==> src/rtl/url_percent_decoder_macros.svh <==
// Assertion macros for the URL percent decoder.
// Included by url_percent_decoder.sv; expects clk and rst_n in scope.
`ifndef URL_PERCENT_DECODER_MACROS_SVH
`define URL_PERCENT_DECODER_MACROS_SVH

// Same-cycle implication, disabled during reset.
`define UPD_ASSERT_NOW(label, ante, cons, msg) \
    label: assert property (@(posedge clk) disable iff (!rst_n) (ante) |-> (cons)) \
        else $error(msg);

// Next-cycle implication, disabled during reset.
`define UPD_ASSERT_NEXT(label, ante, cons, msg) \
    label: assert property (@(posedge clk) disable iff (!rst_n) (ante) |=> (cons)) \
        else $error(msg);

`endif

==> src/rtl/upd_pkg.sv <==
// Shared types, constants and helper functions for the URL percent decoder.
// No dependencies; used by all rtl modules through scoped names.
`timescale 1ns / 1ps

package upd_pkg;

    localparam logic [7:0] CHAR_NUL   = 8'h00;
    localparam logic [7:0] CHAR_PCT   = 8'h25;
    localparam logic [7:0] CHAR_PLUS  = 8'h2B;
    localparam logic [7:0] CHAR_SPACE = 8'h20;
    localparam logic [7:0] CTRL_LIMIT = 8'd32;
    localparam logic [7:0] CHAR_DEL   = 8'd127;

    localparam int FIFO_DEPTH = 4;
    localparam int FIFO_AW    = $clog2(FIFO_DEPTH);

    typedef enum logic [1:0] {
        MODE_IDLE,
        MODE_PCT,
        MODE_DIG,
        MODE_DROP
    } mode_t;

    typedef enum logic [1:0] {
        TAIL_NONE,
        TAIL_BYTE,
        TAIL_END,
        TAIL_FORB
    } tail_t;

    // Work for the back end: optional literal '%', optional held digit, then a tail.
    typedef struct packed {
        logic       emit_pct;
        logic       emit_held;
        logic [7:0] held_char;
        tail_t      tail;
        logic [7:0] tail_char;
    } job_t;

    typedef struct packed {
        logic [7:0] out_char;
        logic       char_valid;
        logic       string_end;
        logic       forbidden;
        logic       run_last;
    } res_t;

    function automatic logic is_hex(input logic [7:0] c);
        is_hex = (c >= 8'h30 && c <= 8'h39) || (c >= 8'h61 && c <= 8'h66) ||
                 (c >= 8'h41 && c <= 8'h46);
    endfunction

    function automatic logic [3:0] hex_nibble(input logic [7:0] c);
        logic [7:0] v;
        v = 8'h00;
        if (c >= 8'h30 && c <= 8'h39)
        begin
            v = c - 8'h30;
        end
        else if (c >= 8'h61 && c <= 8'h66)
        begin
            v = c - 8'h57;
        end
        else if (c >= 8'h41 && c <= 8'h46)
        begin
            v = c - 8'h37;
        end
        hex_nibble = v[3:0];
    endfunction

endpackage

==> src/rtl/upd_front.sv <==
// Front end: accepts bytes, tracks escapes, emits at most one job per byte.
// Depends on upd_pkg.
`timescale 1ns / 1ps

module upd_front
(
    input  logic            clk,
    input  logic            rst_n,
    input  logic            accept,
    input  logic [7:0]      in_char,
    output logic            job_push,
    output upd_pkg::job_t   job
);

    upd_pkg::mode_t mode_reg;
    upd_pkg::mode_t mode_next;
    logic [7:0]     held_reg;
    logic [7:0]     held_next;

    logic           c_hex;
    logic [7:0]     dec_val;
    logic           dec_bad;

    assign c_hex   = upd_pkg::is_hex(in_char);
    assign dec_val = {upd_pkg::hex_nibble(held_reg), upd_pkg::hex_nibble(in_char)};
    assign dec_bad = (dec_val < upd_pkg::CTRL_LIMIT) || (dec_val == upd_pkg::CHAR_DEL);

    // next state
    always_comb
    begin
        mode_next = mode_reg;
        held_next = held_reg;
        if (accept)
        begin
            unique case (mode_reg)
                upd_pkg::MODE_IDLE:
                begin
                    mode_next = (in_char == upd_pkg::CHAR_PCT) ? upd_pkg::MODE_PCT
                                                               : upd_pkg::MODE_IDLE;
                end
                upd_pkg::MODE_PCT:
                begin
                    if (c_hex)
                    begin
                        held_next = in_char;
                        mode_next = upd_pkg::MODE_DIG;
                    end
                    else
                    begin
                        mode_next = (in_char == upd_pkg::CHAR_PCT) ? upd_pkg::MODE_PCT
                                                                   : upd_pkg::MODE_IDLE;
                    end
                end
                upd_pkg::MODE_DIG:
                begin
                    if (c_hex)
                    begin
                        mode_next = dec_bad ? upd_pkg::MODE_DROP : upd_pkg::MODE_IDLE;
                    end
                    else
                    begin
                        mode_next = (in_char == upd_pkg::CHAR_PCT) ? upd_pkg::MODE_PCT
                                                                   : upd_pkg::MODE_IDLE;
                    end
                end
                upd_pkg::MODE_DROP:
                begin
                    if (in_char == upd_pkg::CHAR_NUL)
                    begin
                        mode_next = upd_pkg::MODE_IDLE;
                    end
                end
                default:
                begin
                    mode_next = upd_pkg::MODE_IDLE;
                end
            endcase
        end
    end

    // job outputs
    always_comb
    begin
        upd_pkg::job_t j;
        upd_pkg::tail_t plain_tail;
        logic [7:0]     plain_char;

        plain_char = in_char;
        priority if (in_char == upd_pkg::CHAR_NUL)
        begin
            plain_tail = upd_pkg::TAIL_END;
            plain_char = upd_pkg::CHAR_NUL;
        end
        else if (in_char == upd_pkg::CHAR_PCT)
        begin
            plain_tail = upd_pkg::TAIL_NONE;
        end
        else if (in_char == upd_pkg::CHAR_PLUS)
        begin
            plain_tail = upd_pkg::TAIL_BYTE;
            plain_char = upd_pkg::CHAR_SPACE;
        end
        else
        begin
            plain_tail = upd_pkg::TAIL_BYTE;
        end

        j.emit_pct  = 1'b0;
        j.emit_held = 1'b0;
        j.held_char = held_reg;
        j.tail      = upd_pkg::TAIL_NONE;
        j.tail_char = plain_char;

        unique case (mode_reg)
            upd_pkg::MODE_IDLE:
            begin
                j.tail = plain_tail;
            end
            upd_pkg::MODE_PCT:
            begin
                if (!c_hex)
                begin
                    j.emit_pct = 1'b1;
                    j.tail     = plain_tail;
                end
            end
            upd_pkg::MODE_DIG:
            begin
                if (c_hex)
                begin
                    j.tail      = dec_bad ? upd_pkg::TAIL_FORB : upd_pkg::TAIL_BYTE;
                    j.tail_char = dec_val;
                end
                else
                begin
                    j.emit_pct  = 1'b1;
                    j.emit_held = 1'b1;
                    j.tail      = plain_tail;
                end
            end
            upd_pkg::MODE_DROP:
            begin
                j.tail      = (in_char == upd_pkg::CHAR_NUL) ? upd_pkg::TAIL_END
                                                             : upd_pkg::TAIL_NONE;
                j.tail_char = upd_pkg::CHAR_NUL;
            end
            default:
            begin
                j.tail = upd_pkg::TAIL_NONE;
            end
        endcase

        job      = j;
        job_push = accept && (j.emit_pct || (j.tail != upd_pkg::TAIL_NONE));
    end

    always_ff @(posedge clk or negedge rst_n)
    begin
        if (!rst_n)
        begin
            mode_reg <= upd_pkg::MODE_IDLE;
            held_reg <= 8'h00;
        end
        else
        begin
            mode_reg <= mode_next;
            held_reg <= held_next;
        end
    end

endmodule

==> src/rtl/upd_fifo.sv <==
// Short job queue between front and back end.
// Depends on upd_pkg.
`timescale 1ns / 1ps

module upd_fifo
(
    input  logic            clk,
    input  logic            rst_n,
    input  logic            push,
    input  upd_pkg::job_t   din,
    output logic            full,
    input  logic            pop,
    output upd_pkg::job_t   dout,
    output logic            empty
);

    upd_pkg::job_t                  mem_reg [upd_pkg::FIFO_DEPTH];
    logic [upd_pkg::FIFO_AW-1:0]    wr_ptr_reg;
    logic [upd_pkg::FIFO_AW-1:0]    rd_ptr_reg;
    logic [upd_pkg::FIFO_AW:0]      count_reg;
    logic                           do_push;
    logic                           do_pop;

    assign full    = (count_reg == (upd_pkg::FIFO_AW + 1)'(upd_pkg::FIFO_DEPTH));
    assign empty   = (count_reg == '0);
    assign do_push = push && !full;
    assign do_pop  = pop && !empty;
    assign dout    = mem_reg[rd_ptr_reg];

    always_ff @(posedge clk)
    begin
        if (do_push)
        begin
            mem_reg[wr_ptr_reg] <= din;
        end
    end

    always_ff @(posedge clk or negedge rst_n)
    begin
        if (!rst_n)
        begin
            wr_ptr_reg <= '0;
            rd_ptr_reg <= '0;
            count_reg  <= '0;
        end
        else
        begin
            if (do_push)
            begin
                wr_ptr_reg <= wr_ptr_reg + 1'b1;
            end
            if (do_pop)
            begin
                rd_ptr_reg <= rd_ptr_reg + 1'b1;
            end
            if (do_push && !do_pop)
            begin
                count_reg <= count_reg + 1'b1;
            end
            else if (do_pop && !do_push)
            begin
                count_reg <= count_reg - 1'b1;
            end
        end
    end

endmodule

==> src/rtl/upd_back.sv <==
// Back end: expands each job into one to three result beats into an output register.
// Depends on upd_pkg.
`timescale 1ns / 1ps

module upd_back
(
    input  logic            clk,
    input  logic            rst_n,
    input  upd_pkg::job_t   job,
    input  logic            job_empty,
    output logic            job_pop,
    output upd_pkg::res_t   res,
    output logic            res_valid,
    input  logic            res_pop
);

    logic [1:0]     step_reg;
    logic [1:0]     step_next;
    logic           out_valid_reg;
    upd_pkg::res_t  out_reg;
    upd_pkg::res_t  cur;
    logic [1:0]     lead;
    logic [1:0]     total;
    logic           is_last;
    logic           advance;

    assign lead    = {1'b0, job.emit_pct} + {1'b0, job.emit_held};
    assign total   = lead + {1'b0, job.tail != upd_pkg::TAIL_NONE};
    assign is_last = (step_reg == total - 2'd1);
    assign advance = !job_empty && (!out_valid_reg || res_pop);
    assign job_pop = advance && is_last;

    always_comb
    begin
        cur            = '0;
        cur.run_last   = is_last;
        if (step_reg < lead)
        begin
            cur.char_valid = 1'b1;
            cur.out_char   = (step_reg == 2'd0) ? upd_pkg::CHAR_PCT : job.held_char;
        end
        else
        begin
            unique case (job.tail)
                upd_pkg::TAIL_BYTE:
                begin
                    cur.char_valid = 1'b1;
                    cur.out_char   = job.tail_char;
                end
                upd_pkg::TAIL_END:
                begin
                    cur.string_end = 1'b1;
                end
                upd_pkg::TAIL_FORB:
                begin
                    cur.forbidden = 1'b1;
                end
                default:
                begin
                    cur.char_valid = 1'b0;
                end
            endcase
        end
    end

    always_comb
    begin
        step_next = step_reg;
        if (advance)
        begin
            step_next = is_last ? 2'd0 : step_reg + 2'd1;
        end
    end

    always_ff @(posedge clk)
    begin
        if (advance)
        begin
            out_reg <= cur;
        end
    end

    always_ff @(posedge clk or negedge rst_n)
    begin
        if (!rst_n)
        begin
            step_reg      <= 2'd0;
            out_valid_reg <= 1'b0;
        end
        else
        begin
            step_reg <= step_next;
            if (advance)
            begin
                out_valid_reg <= 1'b1;
            end
            else if (res_pop)
            begin
                out_valid_reg <= 1'b0;
            end
        end
    end

    assign res       = out_reg;
    assign res_valid = out_valid_reg;

endmodule

==> src/rtl/url_percent_decoder.sv <==
// Streaming URL percent decoder, top level.
// Depends on upd_pkg, upd_front, upd_fifo, upd_back, url_percent_decoder_macros.svh.
//
// Input side is a queue write port: a byte beat is taken on a clock edge with
// push high and full low. A zero byte ends the string.
// Result side is a queue read port: while empty is low the oldest result beat is
// on out_char/char_valid/string_end/forbidden/run_last; pop takes it.
// Each result beat is exactly one of a byte, an end marker or a forbidden report;
// run_last marks the last beat caused by one input byte.
// A result passes through the job queue and then the result register.
// Throughput while pop takes every result: one byte per cycle while each byte causes
// at most one result; a broken escape expands into up to three results, one per
// cycle from the expansion stage. A four-entry job queue separates the two sides.
// Reset clears the escape state, the job queue and the result valid flag.
// When pop stays low the result stays put, the queue fills, and full rises.
`timescale 1ns / 1ps

`include "url_percent_decoder_macros.svh"

module url_percent_decoder
(
    input  logic        clk,
    input  logic        rst_n,
    input  logic        push,
    output logic        full,
    input  logic [7:0]  in_char,
    output logic        empty,
    input  logic        pop,
    output logic [7:0]  out_char,
    output logic        char_valid,
    output logic        string_end,
    output logic        forbidden,
    output logic        run_last
);

    logic           accept;
    logic           job_push;
    logic           job_full;
    logic           job_pop;
    logic           job_empty;
    upd_pkg::job_t  job_in;
    upd_pkg::job_t  job_head;
    upd_pkg::res_t  res;
    logic           res_valid;

    assign full   = job_full;
    assign accept = push && !job_full;

    upd_front u_front
    (
        .clk      (clk),
        .rst_n    (rst_n),
        .accept   (accept),
        .in_char  (in_char),
        .job_push (job_push),
        .job      (job_in)
    );

    upd_fifo u_fifo
    (
        .clk   (clk),
        .rst_n (rst_n),
        .push  (job_push),
        .din   (job_in),
        .full  (job_full),
        .pop   (job_pop),
        .dout  (job_head),
        .empty (job_empty)
    );

    upd_back u_back
    (
        .clk       (clk),
        .rst_n     (rst_n),
        .job       (job_head),
        .job_empty (job_empty),
        .job_pop   (job_pop),
        .res       (res),
        .res_valid (res_valid),
        .res_pop   (pop)
    );

    assign empty      = !res_valid;
    assign out_char   = res.out_char;
    assign char_valid = res.char_valid;
    assign string_end = res.string_end;
    assign forbidden  = res.forbidden;
    assign run_last   = res.run_last;

    `UPD_ASSERT_NOW(a_one_kind, !empty, $onehot({char_valid, string_end, forbidden}), "result beat must be exactly one kind")
    `UPD_ASSERT_NOW(a_tail_last, !empty && (string_end || forbidden), run_last, "end or forbidden beat must close its run")
    `UPD_ASSERT_NOW(a_zero_char, !empty && !char_valid, out_char == 8'h00, "non-byte beat must carry zero")
    `UPD_ASSERT_NOW(a_no_overflow, job_push, !job_full, "job pushed into a full queue")

endmodule
==> config.mk <==
export PLATFORM = sky130hd
export DESIGN_NAME = url_percent_decoder
export DESIGN_NICKNAME = d
export VERILOG_FILES = /design/src/rtl/upd_pkg.sv /design/src/rtl/upd_front.sv /design/src/rtl/upd_fifo.sv /design/src/rtl/upd_back.sv /design/src/rtl/url_percent_decoder.sv
export VERILOG_INCLUDE_DIRS = /design/src /design/src/rtl
export SDC_FILE = /design/constraint.sdc
export NUM_CORES = 1
export LEC_CHECK = 0
export BUFFER_PORTS_ARGS = -buffer_cell sky130_fd_sc_hd__buf_2
export CORE_ASPECT_RATIO = 0.7
export CORE_MARGIN = 2
export CORE_UTILIZATION = 35
export DETAILED_ROUTE_END_ITERATION = 16
export GPL_ROUTABILITY_DRIVEN = 1
export PLACE_DENSITY_LB_ADDON = 0.15
export SETUP_SLACK_MARGIN = 0.2
export SLEW_MARGIN = 20
export SYNTH_ARGS = -nofsm -noshare
export SYNTH_HDL_FRONTEND = slang
export SYNTH_HIERARCHICAL = 1
export SYNTH_SLANG_ARGS = --single-unit
==> constraint.sdc <==
create_clock -name clk -period 4.7 [get_ports clk]
set_input_delay 0.235 -clock clk [delete_from_list [all_inputs] [get_ports clk]]
set_output_delay 0.235 -clock clk [all_outputs]
set_load 0.005 [all_outputs]
; ---- Word-level counts from Yosys, hierarchy flattened
; Memories as Yosys holds them, arrays and structs flattened.
; Index checks and enable logic that the tools add are counted.
[totals]
ram_bits = 80
reg_bits = 32
mem_count = 1
inputBits = 12
[classes]
eq_ne = 12
addsub = 14
n_lt_le_gt_ge = 14
n_reduce_logical = 34
n_mux = 41
[mem_list]
columns = memory, depth, width, rd, rd_ports_with_merged_regs, wr, line_no
row1 = u_fifo.mem_reg, 4, 20, 1, 0, 1, upd_fifo.sv:17  ; upd_pkg::job_t mem_reg [upd_pkg::FIFO_DEPTH];
[ops]
columns = cell, count
row1 = 8-bit 2-to-1 mux, 6
row2 = "8-bit by 7-bit greater-or-equal comparator with 1-bit output, second input constant", 4
row3 = "8-bit by 7-bit <= comparator with 1-bit output, second input constant", 4
row4 = 4-bit 2-to-1 mux, 6
row5 = 2-bit 2-to-1 mux, 11
row6 = "8-bit by 6-bit equality test with 1-bit output, second input constant", 2
row7 = "8-bit by 6-bit greater-or-equal comparator with 1-bit output, second input constant", 2
row8 = "8-bit by 6-bit <= comparator with 1-bit output, second input constant", 2
row9 = 2-bit one-hot mux with 4 select lines, 2
row10 = 8-bit one-hot mux with 2 select lines, 1
row11 = "4-bit by 3-bit subtractor with 4-bit output, second input constant", 4
row12 = 1-bit logical AND, 14
row13 = 1-bit 2-to-1 mux, 11
row14 = 9-bit 2-to-1 mux, 1
row15 = "2-bit equality test, second input constant", 4
row16 = "8-bit by 7-bit equality test with 1-bit output, second input constant", 1
row17 = 8-bit logical NOT, 1
row18 = "8-bit by 6-bit < comparator with 1-bit output, second input constant", 1
row19 = 2-bit nonzero test, 4
row20 = "4-bit by 1-bit subtractor with 4-bit output, second input constant", 2
row21 = "2-bit by 1-bit adder with 2-bit output, second input constant", 3
row22 = 3-bit 2-to-1 mux, 2
row23 = 1-bit logical NOT, 5
row24 = 1-bit logical OR, 5
row25 = other kinds (15), 17

; ---- Longest topological paths before layout
[depth]
ltp_word = 18
ltp_mapped = 16
depth_no_buf = 15

; ---- By module
; The synthesis kept the hierarchy.
[by_module_without_submodules]
columns = mod, seq_area_each_um2, n_inst, cells_per_inst, area_per_inst_um2
row1 = upd_fifo, 2577.5, 1, 140, 3384.5
row2 = upd_front, 250.2, 1, 146, 1143.6
row3 = upd_back, 435.4, 1, 70, 818.3
row4 = url_percent_decoder, 0.0, 1, 2, 17.5

; ---- Worst setup path after synthesis
; Ideal clock, no wire load.
[synth_path]
path_kind = flip-flop to flip-flop
startpoint = register u_fifo/rd_ptr_reg[0] (netlist bit)
endpoint = register u_fifo/count_reg[1] (netlist bit)
path_buffers = 1
synth_period_minus_slack_ps = 3448
setup_slack_ps = 1252
stages_incl_launch_ff = 13
required_ps = 4575
setup_time_ps = 125
t_arrival_ps = 3323
cell_sequence = dfrtp_1 -> buf_6 -> mux4_1 -> ha_1 -> inv_1 -> ha_1 -> xor3_1 -> nor4_2 -> nand2_1 -> ha_1 -> inv_1 -> fa_1 -> mux2_2
[synth_rtl]
columns = item, line_no
row1 = from (decl), upd_fifo.sv:19  ; logic [upd_pkg::FIFO_AW-1:0] rd_ptr_reg;
row2 = from (signal assigned), upd_fifo.sv:54  ; rd_ptr_reg <= rd_ptr_reg + 1'b1;
row3 = to (signal assigned), upd_fifo.sv:58  ; count_reg <= count_reg + 1'b1;
row4 = to (signal assigned), upd_fifo.sv:62  ; count_reg <= count_reg - 1'b1;
row5 = to (decl), upd_fifo.sv:20  ; logic [upd_pkg::FIFO_AW:0] count_reg;

==> impl_metrics.ini <==
[die]
fp-row-count = 37
initial_core_util_pct = 36.1
io_pins = 26
die-width_um = 152
die_area_mm2 = 0.0163
core-area_mm2 = 0.0149
die_h_um = 108

[timing]
tns_ns = 0
skew_ns = 0.0116
clock.fmax_mhz = 263
tightest_slew_ns = 0.795
timing.final.crit_share_pct = 80.9
rsz0062_at_grt = no
drv_slew = 0
whs_ns = 0.210
fin_crit_ns = 3.80
max_slew_margin_pct = 46.4
finalHoldViolations = 0
finalSetupViolCount = 0

[routing]
drtIter0Drc = 172
wl_mm = 10.5
drtAntennaViolNets = 0
wl_per_cell_um = 17.7
num_vias = 2987
drc = 0
dr.pass1.iters = 4
via_per_inst = 5.05

[critical_path]
cp_top_family = multiplexers
path_common_cell = ha_1
startpoint_type = register
worst_path_largest_cell_delay_ns = 0.64
cp_num_buf_inv = 2
slowest_stage = mux4_1
crit_path_end_kind = register
path_class = register to register
crit_required_ns = 4.94
worstPathArrival_ns = 4.05
cp_max_fo = 14
path_cells = buf_4, mux4_1, nor2_1, ha_1, xor3_1, nor4_2, nand2_1, ha_1, inv_1, fa_1, mux2_2

[pwr]
p_leak_nw = 2.27
p_per_area_mw_per_mm2 = 559
peakVddDrop_v = 0.000205

[worst_hold_path]
hp-class = input pin to register

[synthesis]
yosysWarnings = 6
synthArstFlopShare_pct = 17.9
synth-seq-cells = 112
yosysSeqAreaShare_pct = 60.8
synthCells = 358
synth_edf_count = 92
synthesis.area_mm2 = 0.00536
syn_area_per_cell_um2 = 15.0
syn_nets = 390
yosysUniqueCellTypes = 61
synth_ff_type = edfxtp_1

[global_route]
grtUsageMet1_pct = 20.6
grt_max_degree = 21
gr-usage-met3_pct = 3.10
grt-ovfl-total = 0
globalRouteMet2Util_pct = 19.4
grt_pass1_wl_mm = 16.7
antenna_found_initial = 0
gr-usage-all-layers_pct = 13.6
grt_pass1_vias = 2935
grt-busiest-layer = met1

[clock_tree]
cts.path.max_buffers = 2
cts_sinks = 112
root_buffer = clkbuf_16
cts_made_buffers = 9
post_cts_buffers = 0
htree_levels = 3
clk_latency_ns = 0.35
cts_resized = 0
cts_tree = done
cts.clk_slew.worst_paths_ns = 0.08

[flow_run]
maxCapViolations = 0

[layout]
design_area_mm2 = 0.00600
layout.nets = 423
antenna_cells = 0
drive_above_1_share_pct = 17.4
nFillCells = 1376
largest_register_ffs = 80
area_growth_pct = 11.9

[run_status]
outcome = completed

[placed_design]
gp_congestion = 0.846
numPortBuffers = 25
hpwl_mm = 7.36
placed_area_mm2 = 0.00570
-- metal layers --
layer	wire length (um)	vias up
met5	0	-
li1	-	1436
met1	5640	1479
met2	4360	57
met4	144	0
met3	325	15
-- cell usage in the layout, fill, tap and decap left out, types with 3 or more instances in the layout --
master	instances
buf_4	6
clkbuf_16	9
a21o_1	3
mux2i_1	9
and2_1	6
dfrtp_1	20
nand3_1	8
or2_1	3
ha_1	19
a31oi_1	4
a21oi_1	9
nor2_1	10
nand2_1	30
nand2b_1	8
mux4_1	20
o22ai_1	3
o21ai_0	15
xnor2_1	6
inv_6	3
buf_2	25
inv_1	21
edfxtp_1	92
mux2_2	4
nor3_1	5
nor2b_1	5
nor3b_1	3
-- worst paths after layout --
| kind | startpoint | to | slack, ns | cells after the start |
|---|---|---|---|---|
| min in group asynchronous | rst_n | u_back/step_reg[1] | 0.39 | 2 |
| hold / removal | pop | u_back/res_valid | 0.21 | 3 |
| hold reg to reg | u_fifo/count_reg[2] | u_fifo/count_reg[2] | 0.49 | 1 |
| setup reg to reg | u_fifo/rd_ptr_reg[0] | u_fifo/count_reg[1] | 0.90 | 11 |
| setup / recovery | u_fifo/rd_ptr_reg[0] | u_fifo/count_reg[1] | 0.90 | 11 |
| max in group asynchronous | rst_n | u_front/held_reg[5] | 3.93 | 2 |
-- report_power, final --
| group | internal [W] | total [W] | switching (W) | leakage (nW) |
|---|---|---|---|---|
| logic | 0.000542 | 0.00115 | 0.000605 | 1.02 |
| clock network | 0.000374 | 0.000743 | 0.000369 | 0.139 |
| registers | 0.00137 | 0.00147 | 0.0000977 | 1.11 |
| total | 0.00229 | 0.00336 | 0.00107 | 2.27 |
-- Yosys cell counts, types with 3 or more instances --
cell / instances / area (um2)
a21o_1: 3 / 22.5
a31oi_1: 4 / 25.0
xnor2_1: 6 / 52.6
nor2_1: 11 / 41.3
nor2b_1: 5 / 31.3
mux2_2: 4 / 45.0
dfrtp_1: 20 / 500
nand2_1: 30 / 113
nor3_1: 5 / 25.0
edfxtp_1: 92 / 2760
inv_1: 21 / 78.8
nand2b_1: 8 / 50.1
or2_1: 3 / 18.8
nor3b_1: 3 / 22.5
o22ai_1: 3 / 18.8
a21oi_1: 9 / 45.0
mux2i_1: 9 / 90.1
ha_1: 19 / 238
nand3_1: 8 / 40.0
and2_1: 6 / 37.5
mux4_1: 20 / 526
buf_6: 5 / 56.3
o21ai_0: 15 / 75.1
-- layout make-up --
cell class,instances,area (um2),area share (%)
Clock buffer,10,229,3.81
Clock inverter,6,61.3,1.02
Inverter,21,78.8,1.31
Multi-Input combinational cell,215,1950,32.4
Sequential cell,112,3260,54.4
Tap cell,195,244,4.07
Timing Repair Buffer,32,180,3.00
-- worst reg2reg max path: stages (launching register included) --
cell	delay, ns
dfrtp_1	0.61
buf_4	0.35
mux4_1	0.65
nor2_1	0.17
ha_1	0.19
xor3_1	0.35
nor4_2	0.28
nand2_1	0.15
ha_1	0.23
inv_1	0.07
fa_1	0.40
mux2_2	0.26
-- kinds of logic after synthesis --
| logic type | Yosys count | synth area share (%) |
|---|---|---|
| AND/OR/NAND/NOR | 101 | 10.7 |
| buffers and inverters | 31 | 2.94 |
| flip-flops | 112 | 60.8 |
| AO/OA/AOI/OAI | 50 | 6.11 |
| adder cells (fa/ha/maj) | 20 | 4.81 |
| XOR/XNOR | 9 | 1.75 |
| multiplexers | 35 | 12.9 |
-- repair_timing --
item	in CTS	in global routing
hold endpoints to repair	20	0
hold buffers	1	0
endpoints found under the setup margin	0	0
-- stage by stage --
stage                     util (%)  setup slack (ns)  std cells  power [W]
after floorplan                  -              1.25        358    0.00237
after global placement        38.4             0.901        574    0.00266
after detailed placement      38.4             0.797        574    0.00266
after CTS                     40.4             0.819        591    0.00341
after global routing          40.4             0.629        591    0.00359
final                         40.4             0.896        591    0.00336
Note: power is estimated with default switching activity, not from simulation.
